--- src/rtl/mtlp_pkg.sv ---
// shared types and constants for the motor telemetry line parser
// depends on nothing; used by mtlp_front, mtlp_queue, mtlp_back and the top level
`default_nettype none

package mtlp_pkg;

   // width of the held speed and angle values
   localparam int VALUE_BITS = 32;
   // token magnitude register, one bit above the value so that saturation is visible
   localparam int ACC_W = VALUE_BITS + 1;
   // largest magnitude a negative token may carry
   localparam logic [ACC_W-1:0] MAG_LIMIT = ACC_W'(1) << (VALUE_BITS - 1);

   // line framing
   localparam logic [7:0] CHAR_NEWLINE = 8'h0A;
   localparam logic [7:0] CHAR_SPACE   = 8'h20;
   localparam logic [2:0] MIN_LINE_LEN = 3'd5;
   localparam logic [1:0] SPACES_NEEDED = 2'd3;

   // event queue between front and back
   localparam int QUEUE_DEPTH = 2;
   localparam int QPTR_W      = $clog2(QUEUE_DEPTH);
   localparam int QCOUNT_W    = $clog2(QUEUE_DEPTH + 1);

   // one finished, counted line as judged by the front
   typedef struct packed {
      logic                  channel;
      logic                  speed_ok;
      logic [VALUE_BITS-1:0] speed;
      logic                  angle_ok;
      logic [VALUE_BITS-1:0] angle;
   } line_event_type;

endpackage

`default_nettype wire

--- src/rtl/mtlp_front.sv ---
// front end: takes bytes, tracks the current line and parses speed and angle tokens
// depends on mtlp_pkg; pushes one line event per counted line into mtlp_queue
`default_nettype none

module mtlp_front (
   input  wire logic                    clock,
   input  wire logic                    reset,
   input  wire logic                    byte_accept,
   input  wire logic [7:0]              rx_byte,
   output logic                         push,
   output mtlp_pkg::line_event_type     push_data
);

   typedef enum logic [1:0] {
      PH_LEAD,
      PH_SIGN,
      PH_DIGITS,
      PH_STOP
   } phase_type;

   typedef struct packed {
      phase_type                      phase;
      logic                           neg;
      logic [mtlp_pkg::ACC_W-1:0]     acc;
      logic                           ovf;
   } token_type;

   typedef struct packed {
      logic                              ok;
      logic [mtlp_pkg::VALUE_BITS-1:0]   value;
   } value_type;

   localparam token_type TOKEN_CLEAR = '{phase: PH_LEAD, neg: 1'b0, acc: '0, ovf: 1'b0};

   // one character of atoi-style parsing
   function automatic token_type token_feed(token_type t, logic [7:0] c);
      token_type                     r;
      logic                          digit;
      logic                          blank;
      logic [mtlp_pkg::ACC_W+3:0]    nxt;
      r     = t;
      digit = (c >= 8'h30) && (c <= 8'h39);
      blank = (c == mtlp_pkg::CHAR_SPACE) || ((c >= 8'h09) && (c <= 8'h0D));
      // times ten plus digit, as two shifts and two adds
      nxt   = ({4'b0000, t.acc} << 3) + ({4'b0000, t.acc} << 1)
              + {{mtlp_pkg::ACC_W{1'b0}}, c[3:0]};
      if (t.phase != PH_STOP) begin
         if (digit) begin
            r.phase = PH_DIGITS;
            if (nxt > {4'b0000, mtlp_pkg::MAG_LIMIT}) begin
               r.ovf = 1'b1;
               r.acc = mtlp_pkg::MAG_LIMIT + mtlp_pkg::ACC_W'(1);
            end else begin
               r.acc = nxt[mtlp_pkg::ACC_W-1:0];
            end
         end else begin
            case (t.phase)
               PH_LEAD: begin
                  if (!blank) begin
                     if ((c == 8'h2B) || (c == 8'h2D)) begin
                        r.neg   = (c == 8'h2D);
                        r.phase = PH_SIGN;
                     end else begin
                        r.ovf   = 1'b1;
                        r.phase = PH_STOP;
                     end
                  end
               end
               PH_SIGN: begin
                  r.ovf   = 1'b1;
                  r.phase = PH_STOP;
               end
               default: begin
                  r.phase = PH_STOP;
               end
            endcase
         end
      end
      return r;
   endfunction

   // final value of a token and whether it is in range
   function automatic value_type token_value(token_type t);
      value_type                    r;
      logic [mtlp_pkg::ACC_W-1:0]   negated;
      negated = '0 - t.acc;
      r.ok    = !t.ovf && ((t.phase == PH_DIGITS) || (t.phase == PH_STOP));
      if (t.neg) begin
         r.ok    = r.ok && (t.acc <= mtlp_pkg::MAG_LIMIT);
         r.value = negated[mtlp_pkg::VALUE_BITS-1:0];
      end else begin
         r.ok    = r.ok && (t.acc < mtlp_pkg::MAG_LIMIT);
         r.value = t.acc[mtlp_pkg::VALUE_BITS-1:0];
      end
      return r;
   endfunction

   logic [2:0]                       line_len_ff,  line_len_in;
   logic [1:0]                       prefix_ff,    prefix_in;
   logic [1:0]                       spaces_ff,    spaces_in;
   logic                             skip_ff,      skip_in;
   token_type                        token_ff,     token_in;
   logic [mtlp_pkg::VALUE_BITS-1:0]  speed_ff,     speed_in;
   logic                             speed_ok_ff,  speed_ok_in;

   logic       is_newline;
   logic       line_counts;
   value_type  token_now;

   assign is_newline  = (rx_byte == mtlp_pkg::CHAR_NEWLINE);
   assign token_now   = token_value(token_ff);
   assign line_counts = (line_len_ff == mtlp_pkg::MIN_LINE_LEN)
                        && (spaces_ff == mtlp_pkg::SPACES_NEEDED) && (prefix_ff != 2'b00);

   // event for a counted line
   assign push               = byte_accept && is_newline && line_counts;
   assign push_data.channel  = !prefix_ff[0];
   assign push_data.speed_ok = speed_ok_ff;
   assign push_data.speed    = speed_ff;
   assign push_data.angle_ok = token_now.ok;
   assign push_data.angle    = token_now.value;

   // next line state for the byte at the input
   always_comb begin
      line_len_in = line_len_ff;
      prefix_in   = prefix_ff;
      spaces_in   = spaces_ff;
      skip_in     = skip_ff;
      token_in    = token_ff;
      speed_in    = speed_ff;
      speed_ok_in = speed_ok_ff;
      if (is_newline) begin
         line_len_in = '0;
         prefix_in   = 2'b11;
         spaces_in   = '0;
         skip_in     = 1'b0;
         token_in    = TOKEN_CLEAR;
         speed_in    = '0;
         speed_ok_in = 1'b0;
      end else begin
         // prefix check on the first four characters
         if (line_len_ff < 3'd4) begin
            unique case (line_len_ff[1:0])
               2'd0: if (rx_byte != 8'h50) prefix_in = 2'b00;
               2'd1: begin
                  if (rx_byte != 8'h30) prefix_in[0] = 1'b0;
                  if (rx_byte != 8'h31) prefix_in[1] = 1'b0;
               end
               2'd2: if (rx_byte != 8'h43) prefix_in = 2'b00;
               2'd3: if (rx_byte != 8'h30) prefix_in = 2'b00;
            endcase
         end
         if (line_len_ff < mtlp_pkg::MIN_LINE_LEN) begin
            line_len_in = line_len_ff + 3'd1;
         end
         // space search and token feed
         if (spaces_ff == 2'd0) begin
            if (rx_byte == mtlp_pkg::CHAR_SPACE) begin
               spaces_in = 2'd1;
               skip_in   = 1'b1;
               token_in  = TOKEN_CLEAR;
            end
         end else if (spaces_ff < mtlp_pkg::SPACES_NEEDED) begin
            if (skip_ff) begin
               skip_in  = 1'b0;
               token_in = token_feed(token_ff, rx_byte);
            end else if (rx_byte == mtlp_pkg::CHAR_SPACE) begin
               if (spaces_ff == 2'd1) begin
                  speed_ok_in = token_now.ok;
                  if (token_now.ok) begin
                     speed_in = token_now.value;
                  end
                  token_in = TOKEN_CLEAR;
               end
               spaces_in = spaces_ff + 2'd1;
               skip_in   = (spaces_ff == 2'd1);
            end else begin
               token_in = token_feed(token_ff, rx_byte);
            end
         end
      end
   end

   // line state registers
   always_ff @(posedge clock) begin
      if (reset) begin
         line_len_ff <= '0;
         prefix_ff   <= 2'b11;
         spaces_ff   <= '0;
         skip_ff     <= 1'b0;
         token_ff    <= TOKEN_CLEAR;
         speed_ff    <= '0;
         speed_ok_ff <= 1'b0;
      end else if (byte_accept) begin
         line_len_ff <= line_len_in;
         prefix_ff   <= prefix_in;
         spaces_ff   <= spaces_in;
         skip_ff     <= skip_in;
         token_ff    <= token_in;
         speed_ff    <= speed_in;
         speed_ok_ff <= speed_ok_in;
      end
   end

endmodule

`default_nettype wire

--- src/rtl/mtlp_queue.sv ---
// short event queue that decouples the byte front end from the result back end
// depends on mtlp_pkg for the event type and depth
`default_nettype none

module mtlp_queue (
   input  wire logic                       clock,
   input  wire logic                       reset,
   input  wire logic                       push,
   input  wire mtlp_pkg::line_event_type   push_data,
   input  wire logic                       pop,
   output mtlp_pkg::line_event_type        pop_data,
   output logic                            full,
   output logic                            empty
);

   mtlp_pkg::line_event_type          mem_ff [mtlp_pkg::QUEUE_DEPTH];
   logic [mtlp_pkg::QPTR_W-1:0]       wr_ptr_ff;
   logic [mtlp_pkg::QPTR_W-1:0]       rd_ptr_ff;
   logic [mtlp_pkg::QCOUNT_W-1:0]     count_ff;

   localparam logic [mtlp_pkg::QPTR_W-1:0] PTR_LAST = mtlp_pkg::QPTR_W'(mtlp_pkg::QUEUE_DEPTH - 1);
   localparam logic [mtlp_pkg::QCOUNT_W-1:0] COUNT_FULL =
      mtlp_pkg::QCOUNT_W'(mtlp_pkg::QUEUE_DEPTH);

   assign full     = (count_ff == COUNT_FULL);
   assign empty    = (count_ff == '0);
   assign pop_data = mem_ff[rd_ptr_ff];

   // storage write
   always_ff @(posedge clock) begin
      if (push) begin
         mem_ff[wr_ptr_ff] <= push_data;
      end
   end

   // pointers and fill count
   always_ff @(posedge clock) begin
      if (reset) begin
         wr_ptr_ff <= '0;
         rd_ptr_ff <= '0;
         count_ff  <= '0;
      end else begin
         if (push) begin
            wr_ptr_ff <= (wr_ptr_ff == PTR_LAST) ? '0 : wr_ptr_ff + 1'b1;
         end
         if (pop) begin
            rd_ptr_ff <= (rd_ptr_ff == PTR_LAST) ? '0 : rd_ptr_ff + 1'b1;
         end
         if (push && !pop) begin
            count_ff <= count_ff + 1'b1;
         end else if (pop && !push) begin
            count_ff <= count_ff - 1'b1;
         end
      end
   end

   // queue usage checks
   a_no_push_full: assert property (@(posedge clock) disable iff (reset) full |-> !push)
      else $error("event pushed into a full queue");
   a_no_pop_empty: assert property (@(posedge clock) disable iff (reset) empty |-> !pop)
      else $error("event popped from an empty queue");
   a_count_range: assert property (@(posedge clock) disable iff (reset)
      count_ff <= COUNT_FULL)
      else $error("queue count beyond depth");
   a_count_grows: assert property (@(posedge clock) disable iff (reset)
      (push && !pop) |=> (count_ff == $past(count_ff) + 1'b1))
      else $error("queue count did not follow a lone push");

endmodule

`default_nettype wire

--- src/rtl/mtlp_back.sv ---
// back end: applies line events to the held values and drives the result register
// depends on mtlp_pkg; takes events from mtlp_queue
`default_nettype none

module mtlp_back (
   input  wire logic                               clock,
   input  wire logic                               reset,
   input  wire logic                               empty,
   input  wire mtlp_pkg::line_event_type           pop_data,
   output logic                                    pop,
   output logic                                    rsp_valid,
   input  wire logic                               rsp_stall,
   output logic                                    rsp_channel,
   output logic signed [mtlp_pkg::VALUE_BITS-1:0]  rsp_speed_value,
   output logic signed [mtlp_pkg::VALUE_BITS-1:0]  rsp_angle_value,
   output logic                                    rsp_speed_updated,
   output logic                                    rsp_angle_updated
);

   logic [mtlp_pkg::VALUE_BITS-1:0]  held_speed_ff [2];
   logic [mtlp_pkg::VALUE_BITS-1:0]  held_angle_ff [2];
   logic [mtlp_pkg::VALUE_BITS-1:0]  speed_in;
   logic [mtlp_pkg::VALUE_BITS-1:0]  angle_in;

   logic                             valid_ff;
   logic                             channel_ff;
   logic [mtlp_pkg::VALUE_BITS-1:0]  speed_ff;
   logic [mtlp_pkg::VALUE_BITS-1:0]  angle_ff;
   logic                             speed_upd_ff;
   logic                             angle_upd_ff;

   // take an event when the result register is free or being emptied
   assign pop = !empty && (!valid_ff || !rsp_stall);

   // held pair of the event's channel after this line
   assign speed_in = pop_data.speed_ok ? pop_data.speed : held_speed_ff[pop_data.channel];
   assign angle_in = pop_data.angle_ok ? pop_data.angle : held_angle_ff[pop_data.channel];

   // held values per channel
   always_ff @(posedge clock) begin
      if (reset) begin
         held_speed_ff[0] <= '0;
         held_speed_ff[1] <= '0;
         held_angle_ff[0] <= '0;
         held_angle_ff[1] <= '0;
      end else if (pop) begin
         held_speed_ff[pop_data.channel] <= speed_in;
         held_angle_ff[pop_data.channel] <= angle_in;
      end
   end

   // result valid
   always_ff @(posedge clock) begin
      if (reset) begin
         valid_ff <= 1'b0;
      end else if (pop) begin
         valid_ff <= 1'b1;
      end else if (!rsp_stall) begin
         valid_ff <= 1'b0;
      end
   end

   // result payload
   always_ff @(posedge clock) begin
      if (pop) begin
         channel_ff   <= pop_data.channel;
         speed_ff     <= speed_in;
         angle_ff     <= angle_in;
         speed_upd_ff <= pop_data.speed_ok;
         angle_upd_ff <= pop_data.angle_ok;
      end
   end

   assign rsp_valid         = valid_ff;
   assign rsp_channel       = channel_ff;
   assign rsp_speed_value   = $signed(speed_ff);
   assign rsp_angle_value   = $signed(angle_ff);
   assign rsp_speed_updated = speed_upd_ff;
   assign rsp_angle_updated = angle_upd_ff;

endmodule

`default_nettype wire

--- src/rtl/motor_telemetry_line_parser.sv ---
// Motor telemetry line parser, top level.
// The req channel carries one received text byte per transfer (req_rx_byte).
// Bytes build up a line; at each newline the line is judged. A line that is
// at least five bytes, starts with P0C0 or P1C0 and holds three spaces gives
// one transfer on the rsp channel: the channel, the held speed and angle of
// that channel after the line, and a flag per value that says whether its
// token parsed and was stored. Other lines give nothing.
// Throughput: one byte per cycle while req_stall is low. The per-byte work
// is a compare and a times-ten accumulate in the front end, done in the
// cycle of the transfer. A line event is written into the event queue and
// is then taken into the result register, which drives rsp_valid.
// When the receiver stalls, the result register holds, the back end stops
// taking events and the two-entry queue fills; req_stall rises only while
// the queue is full. Reset (synchronous, active high) clears the partial
// line, empties the queue, drops rsp_valid and zeroes the held values.
// Depends on mtlp_pkg, mtlp_front, mtlp_queue and mtlp_back.
`default_nettype none

module motor_telemetry_line_parser (
   input  wire logic                                clock,
   input  wire logic                                reset,
   input  wire logic                                req_valid,
   output logic                                     req_stall,
   input  wire logic [7:0]                          req_rx_byte,
   output logic                                     rsp_valid,
   input  wire logic                                rsp_stall,
   output logic                                     rsp_channel,
   output logic signed [mtlp_pkg::VALUE_BITS-1:0]   rsp_speed_value,
   output logic signed [mtlp_pkg::VALUE_BITS-1:0]   rsp_angle_value,
   output logic                                     rsp_speed_updated,
   output logic                                     rsp_angle_updated
);

   logic                       byte_accept;
   logic                       push;
   mtlp_pkg::line_event_type   push_data;
   logic                       pop;
   mtlp_pkg::line_event_type   pop_data;
   logic                       full;
   logic                       empty;

   // input transfer
   assign req_stall   = full;
   assign byte_accept = req_valid && !req_stall;

   mtlp_front u_front (
      .clock       (clock),
      .reset       (reset),
      .byte_accept (byte_accept),
      .rx_byte     (req_rx_byte),
      .push        (push),
      .push_data   (push_data)
   );

   mtlp_queue u_queue (
      .clock     (clock),
      .reset     (reset),
      .push      (push),
      .push_data (push_data),
      .pop       (pop),
      .pop_data  (pop_data),
      .full      (full),
      .empty     (empty)
   );

   mtlp_back u_back (
      .clock             (clock),
      .reset             (reset),
      .empty             (empty),
      .pop_data          (pop_data),
      .pop               (pop),
      .rsp_valid         (rsp_valid),
      .rsp_stall         (rsp_stall),
      .rsp_channel       (rsp_channel),
      .rsp_speed_value   (rsp_speed_value),
      .rsp_angle_value   (rsp_angle_value),
      .rsp_speed_updated (rsp_speed_updated),
      .rsp_angle_updated (rsp_angle_updated)
   );

endmodule

`default_nettype wire
--- config.mk ---
export PLATFORM = sky130hd
export DESIGN_NAME = motor_telemetry_line_parser
export DESIGN_NICKNAME = d
export VERILOG_FILES = /design/src/rtl/mtlp_pkg.sv /design/src/rtl/mtlp_front.sv /design/src/rtl/mtlp_queue.sv /design/src/rtl/mtlp_back.sv /design/src/rtl/motor_telemetry_line_parser.sv
export SDC_FILE = /design/constraint.sdc
export NUM_CORES = 1
export LEC_CHECK = 0
export BUFFER_PORTS_ARGS = -buffer_cell sky130_fd_sc_hd__buf_2
export CAP_MARGIN = 20
export CORE_MARGIN = 2
export CORE_UTILIZATION = 50
export CTS_CLUSTER_SIZE = 10
export DETAILED_ROUTE_END_ITERATION = 12
export GPL_TIMING_DRIVEN = 0
export PLACE_DENSITY_LB_ADDON = 0.12
export RECOVER_POWER = 100
export SLEW_MARGIN = 25
export SYNTH_ARGS = -nofsm -noshare
export SYNTH_HDL_FRONTEND = slang
export SYNTH_HIERARCHICAL = 1
export SYNTH_SLANG_ARGS = --single-unit
--- constraint.sdc ---
create_clock -name clock -period 8.92 [get_ports clock]
set_input_delay 1.338 -clock clock [delete_from_list [all_inputs] [get_ports clock]]
set_output_delay 1.338 -clock clock [all_outputs]
set_load 0.02 [all_outputs]
==> summary.md <==
STA
* 0 ns — setup TNS
* 0 — number of setup violations in the final report
* -0.523 — Rel. slew slack
* 6.28 ns — Min Clock Period, post-route
* 186 — count of pins over their slew limit
* 2.64 ns — Setup WS post-layout
* 0.704 — fin crit share
* 0.0172 ns — Post-Route Skew
* 2.28 ns — Worst Max-Slew Pin Slew
* 0 — total count of hold-check failures in the final report
* 0.159 GHz — achievable clock frequency
* false — setup repair after global routing missed its margin
* 0.451 ns — hold slack final

Yosys
* 0.460 — top-area cell type share of the netlist area
* 0.538 — proportion of synthesized chip area in sequential cells
* 329 — number of synthesized flops with an enable pin
* compound AO/OA/AOI/OAI gates — largest family of logic cells by synthesized area
* 413 — synthesized flop and latch total
* 0.120 — simple-gate share of the synthesized area
* 0.0220 — XOR/XNOR share of the synthesized area
* 78 — number of distinct standard cells referenced by the synthesized netlist
* sky130_fd_sc_hd__edfxtp_1 (46%), sky130_fd_sc_hd__dfxtp_1 (7.8%), sky130_fd_sc_hd__ha_1 (4.3%) — cell types with the largest area share after synthesis
* 0 — proportion of register bits with asynchronous set or reset after synthesis
* 0.0716 — multiplexer share of the synthesized area
* 1785 — synthesized instance count
* 0.0450 — Synth Area in Adders
* 1873 — Syn Nets
* 12.0 um^2 — average size of a mapped cell
* 21500 um^2 — Post-Syn Area
* sky130_fd_sc_hd__edfxtp_1 — library cell with the largest summed area after synthesis
* 6 — Ys Warns
* sky130_fd_sc_hd__edfxtp_1 — most instantiated flip-flop cell in the synthesis netlist
* 0.169 — synthesized-area fraction occupied by ao, oa, aoi and oai cells

Placement
* 22800 um^2 — Area after DPL
* 2411 — placed instance count
* 78 — IO Port Bufs
* 0.860 — GPL Wtd Cong
* 2.96 ns — Post-Place Worst Slack
* 37900 um — total half-perimeter wirelength after legalization and detailed placement

Drt
* 5.88 — Via density
* 52600 um — Detailed Route WL
* 0 — DRC violations left
* 6 — first drt pass iteration count
* 910 — number of design-rule violations left by the first detailed-router iteration
* 14655 — via total after detailed routing
* 0 — remaining number of nets flagged by the antenna check after routing
* 21.1 um — routed wirelength normalized by instance count

Final layout
* 2009 — final layout net count
* 0.555 — post-layout utilization of the core
* 2491 — final instance count without filler cells
* 8.82% — area added between synthesis and finish
* 0 — count of inserted antenna diode cells
* 0.108 — layout cell share with drive strength beyond 1
* 23400 um^2 — area of all placed cells without fillers
* 3660 — number of fillers in the final layout

Pwr
* 3.83 mW — internal power
* 0.128 mV — Worst VDD drop
* 0.467 — sequential share of power
* 5.49 mW — PnR Total Power
* 1.66 mW — sw power
* 8.32 nW — Static Leakage
* 0.302 — switch share
* 235 nW/um^2 — total power per unit cell area
* 0.213 — Comb power frac
* 0.320 — proportion of power drawn by the clock network

Clock network
* 0 — number of post-CTS setup repair buffers
* done — CTS tree
* 47 — number of buffers inserted during clock tree synthesis
* 3 — buffers from clock root to sink, at most
* 0.56 ns — clk_lat worst skew
* 0.06 ns — Clk pin slew, worst setup/hold paths
* 0 — Hold Buf Count CTS
* 0 — post-CTS sizing
* 413 — CTS sink count
* sky130_fd_sc_hd__clkbuf_16 — CTS Root Buffer Type
* 2 — number of H-tree branching levels

Setup path
* 2.94 ns — setup slack of the worst register-to-register path
* primary input — kind of start point of the critical path
* in -> reg — crit path kind
* 6.41 ns — arrival time at the worst endpoint
* 33 — maximum fanout along the worst path
* 9.05 ns — data required time at the worst endpoint
* rsp_stall — critical path launch point
* register — kind of end point of the critical path

Floorplan
* 42100 um^2 — placeable core region
* 211 um — Die W
* 44600 um^2 — Die Outline Area
* 81 — IO Count
* 0.510 — Initial Util
* 75 — num rows
* 211 um — die height

Global routing
* 0 — number of antenna violations at the first check in global routing
* 81200 um — global-route wire length before repair
* 0 — total congestion overflow after global routing
* 0.234 — combined global-route utilization of all metal layers
* 14136 — number of global-route vias before repair
* 36 — largest net degree at the start of global routing

Hold path
* u_front/speed_ff[25] — start point of the worst min-delay path
* reg -> reg — worst hold path class

Flow run
* 6 — max-cap viol count

Status
* capacitance limit, slew limit — violated checks
* finished, violations left — run status

==> cells by family after synthesis <==
family	after synthesis
simple gates	503
compound gates	466
flops	413
buf+inv	139
mux	134
fa+ha+maj	76
xor+xnor	54
==> routing by layer <==
layer / global-route usage / share of wire / up-vias
met4: 0.0678 / 0.024 / 0
met2: 0.375 / 0.46 / 387
met1: 0.338 / 0.47 / 7203
li1: - / - / 6983
met5: 0 / 0 / -
met3: 0.0248 / 0.042 / 82
==> cell type report <==
cell class	count	area, um^2	share of cell area
clock inverter	2	23.8	0.00102
inverter	29	109	0.00466
buffer	110	553	0.0237
timing repair buffer	87	334	0.0143
tap	539	674	0.0288
sequential	413	11600	0.495
clock buffer	78	1350	0.0575
multi-input combinational	1233	8780	0.375
==> state kept, by name, summed over array words and instances, names as in the netlist, 2 cells and up, named ones only <==
register                count
u_back/held_angle_ff       64
u_back/held_speed_ff       64
u_back/rsp_angle_value     32
u_back/rsp_speed_value     32
u_front/line_len_ff         3
u_front/prefix_ff           2
u_front/spaces_ff           2
u_front/speed_ff           32
u_front/token_ff           37
u_queue/count_ff            2
u_queue/mem_ff            134
==> synthesized netlist by cell type, drive strengths merged (5+ instances only) <==
library cell    n
a211oi         74
a21o           18
a21oi         121
a22oi          36
a31oi           7
and2            5
and3            5
buf            58
clkbuf         52
dfxtp          84
edfxtp        329
ha             74
inv            29
mux2           67
mux2i          67
nand2         159
nand2b        144
nand3          14
nand4          19
nor2           80
nor2b           7
nor3           17
nor4            8
o211ai         12
o21a            7
o21ai         112
o21bai          5
o31ai          20
o41ai          31
or2             6
or3            12
or4             9
xnor2          46
xor2            8
==> power groups by stage <==
stage	registers [mW]	clock network, mW	logic (mW)
6_report	2.56	1.76	1.17
5_1_grt	2.59	1.86	1.26
4_1_cts	2.55	1.79	1.35
3_3_place_gp	2.62	0	1.25
2_1_floorplan	2.76	0	0.718
3_5_place_dp	2.58	0	1.34
==> critical path: stages <==
cell and delay, ns:
sky130_fd_sc_hd__clkbuf_1 0.11, sky130_fd_sc_hd__a21oi_1 1.17, sky130_fd_sc_hd__clkbuf_1 0.90, sky130_fd_sc_hd__a21o_1 1.21
sky130_fd_sc_hd__clkbuf_1 1.61
==> placed cells by master, fill, tap and decap left out, drive strengths merged, types with 8 or more instances in the layout <==
master / synthesis / final
nor2: 80 / 80
o41ai: 31 / 31
o21ai: 112 / 112
buf: 58 / 37
nor4: 8 / 8
xor2: 8 / 8
a21oi: 121 / 121
nand2b: 144 / 144
mux2: 67 / 67
a211oi: 74 / 74
a21o: 18 / 18
ha: 74 / 74
o211ai: 12 / 12
a22oi: 36 / 36
dfxtp: 84 / 84
inv: 29 / 30
edfxtp: 329 / 329
o31ai: 20 / 20
or3: 12 / 12
nand3: 14 / 14
nand4: 19 / 19
mux2i: 67 / 67
or4: 9 / 9
nand2: 159 / 159
nor3: 17 / 17
xnor2: 46 / 46
clkbuf: 52 / 238
==> final timing paths <==
kind	end	cells after the start
worst min-delay path	u_queue/mem_ff[0][58]	0
worst min register to register	u_queue/mem_ff[0][58]	0
worst max-delay path	u_back/held_speed_ff[1][5]	5
worst max register to register	u_back/held_speed_ff[1][5]	7
Note: power is estimated with default switching activity, not from simulation.
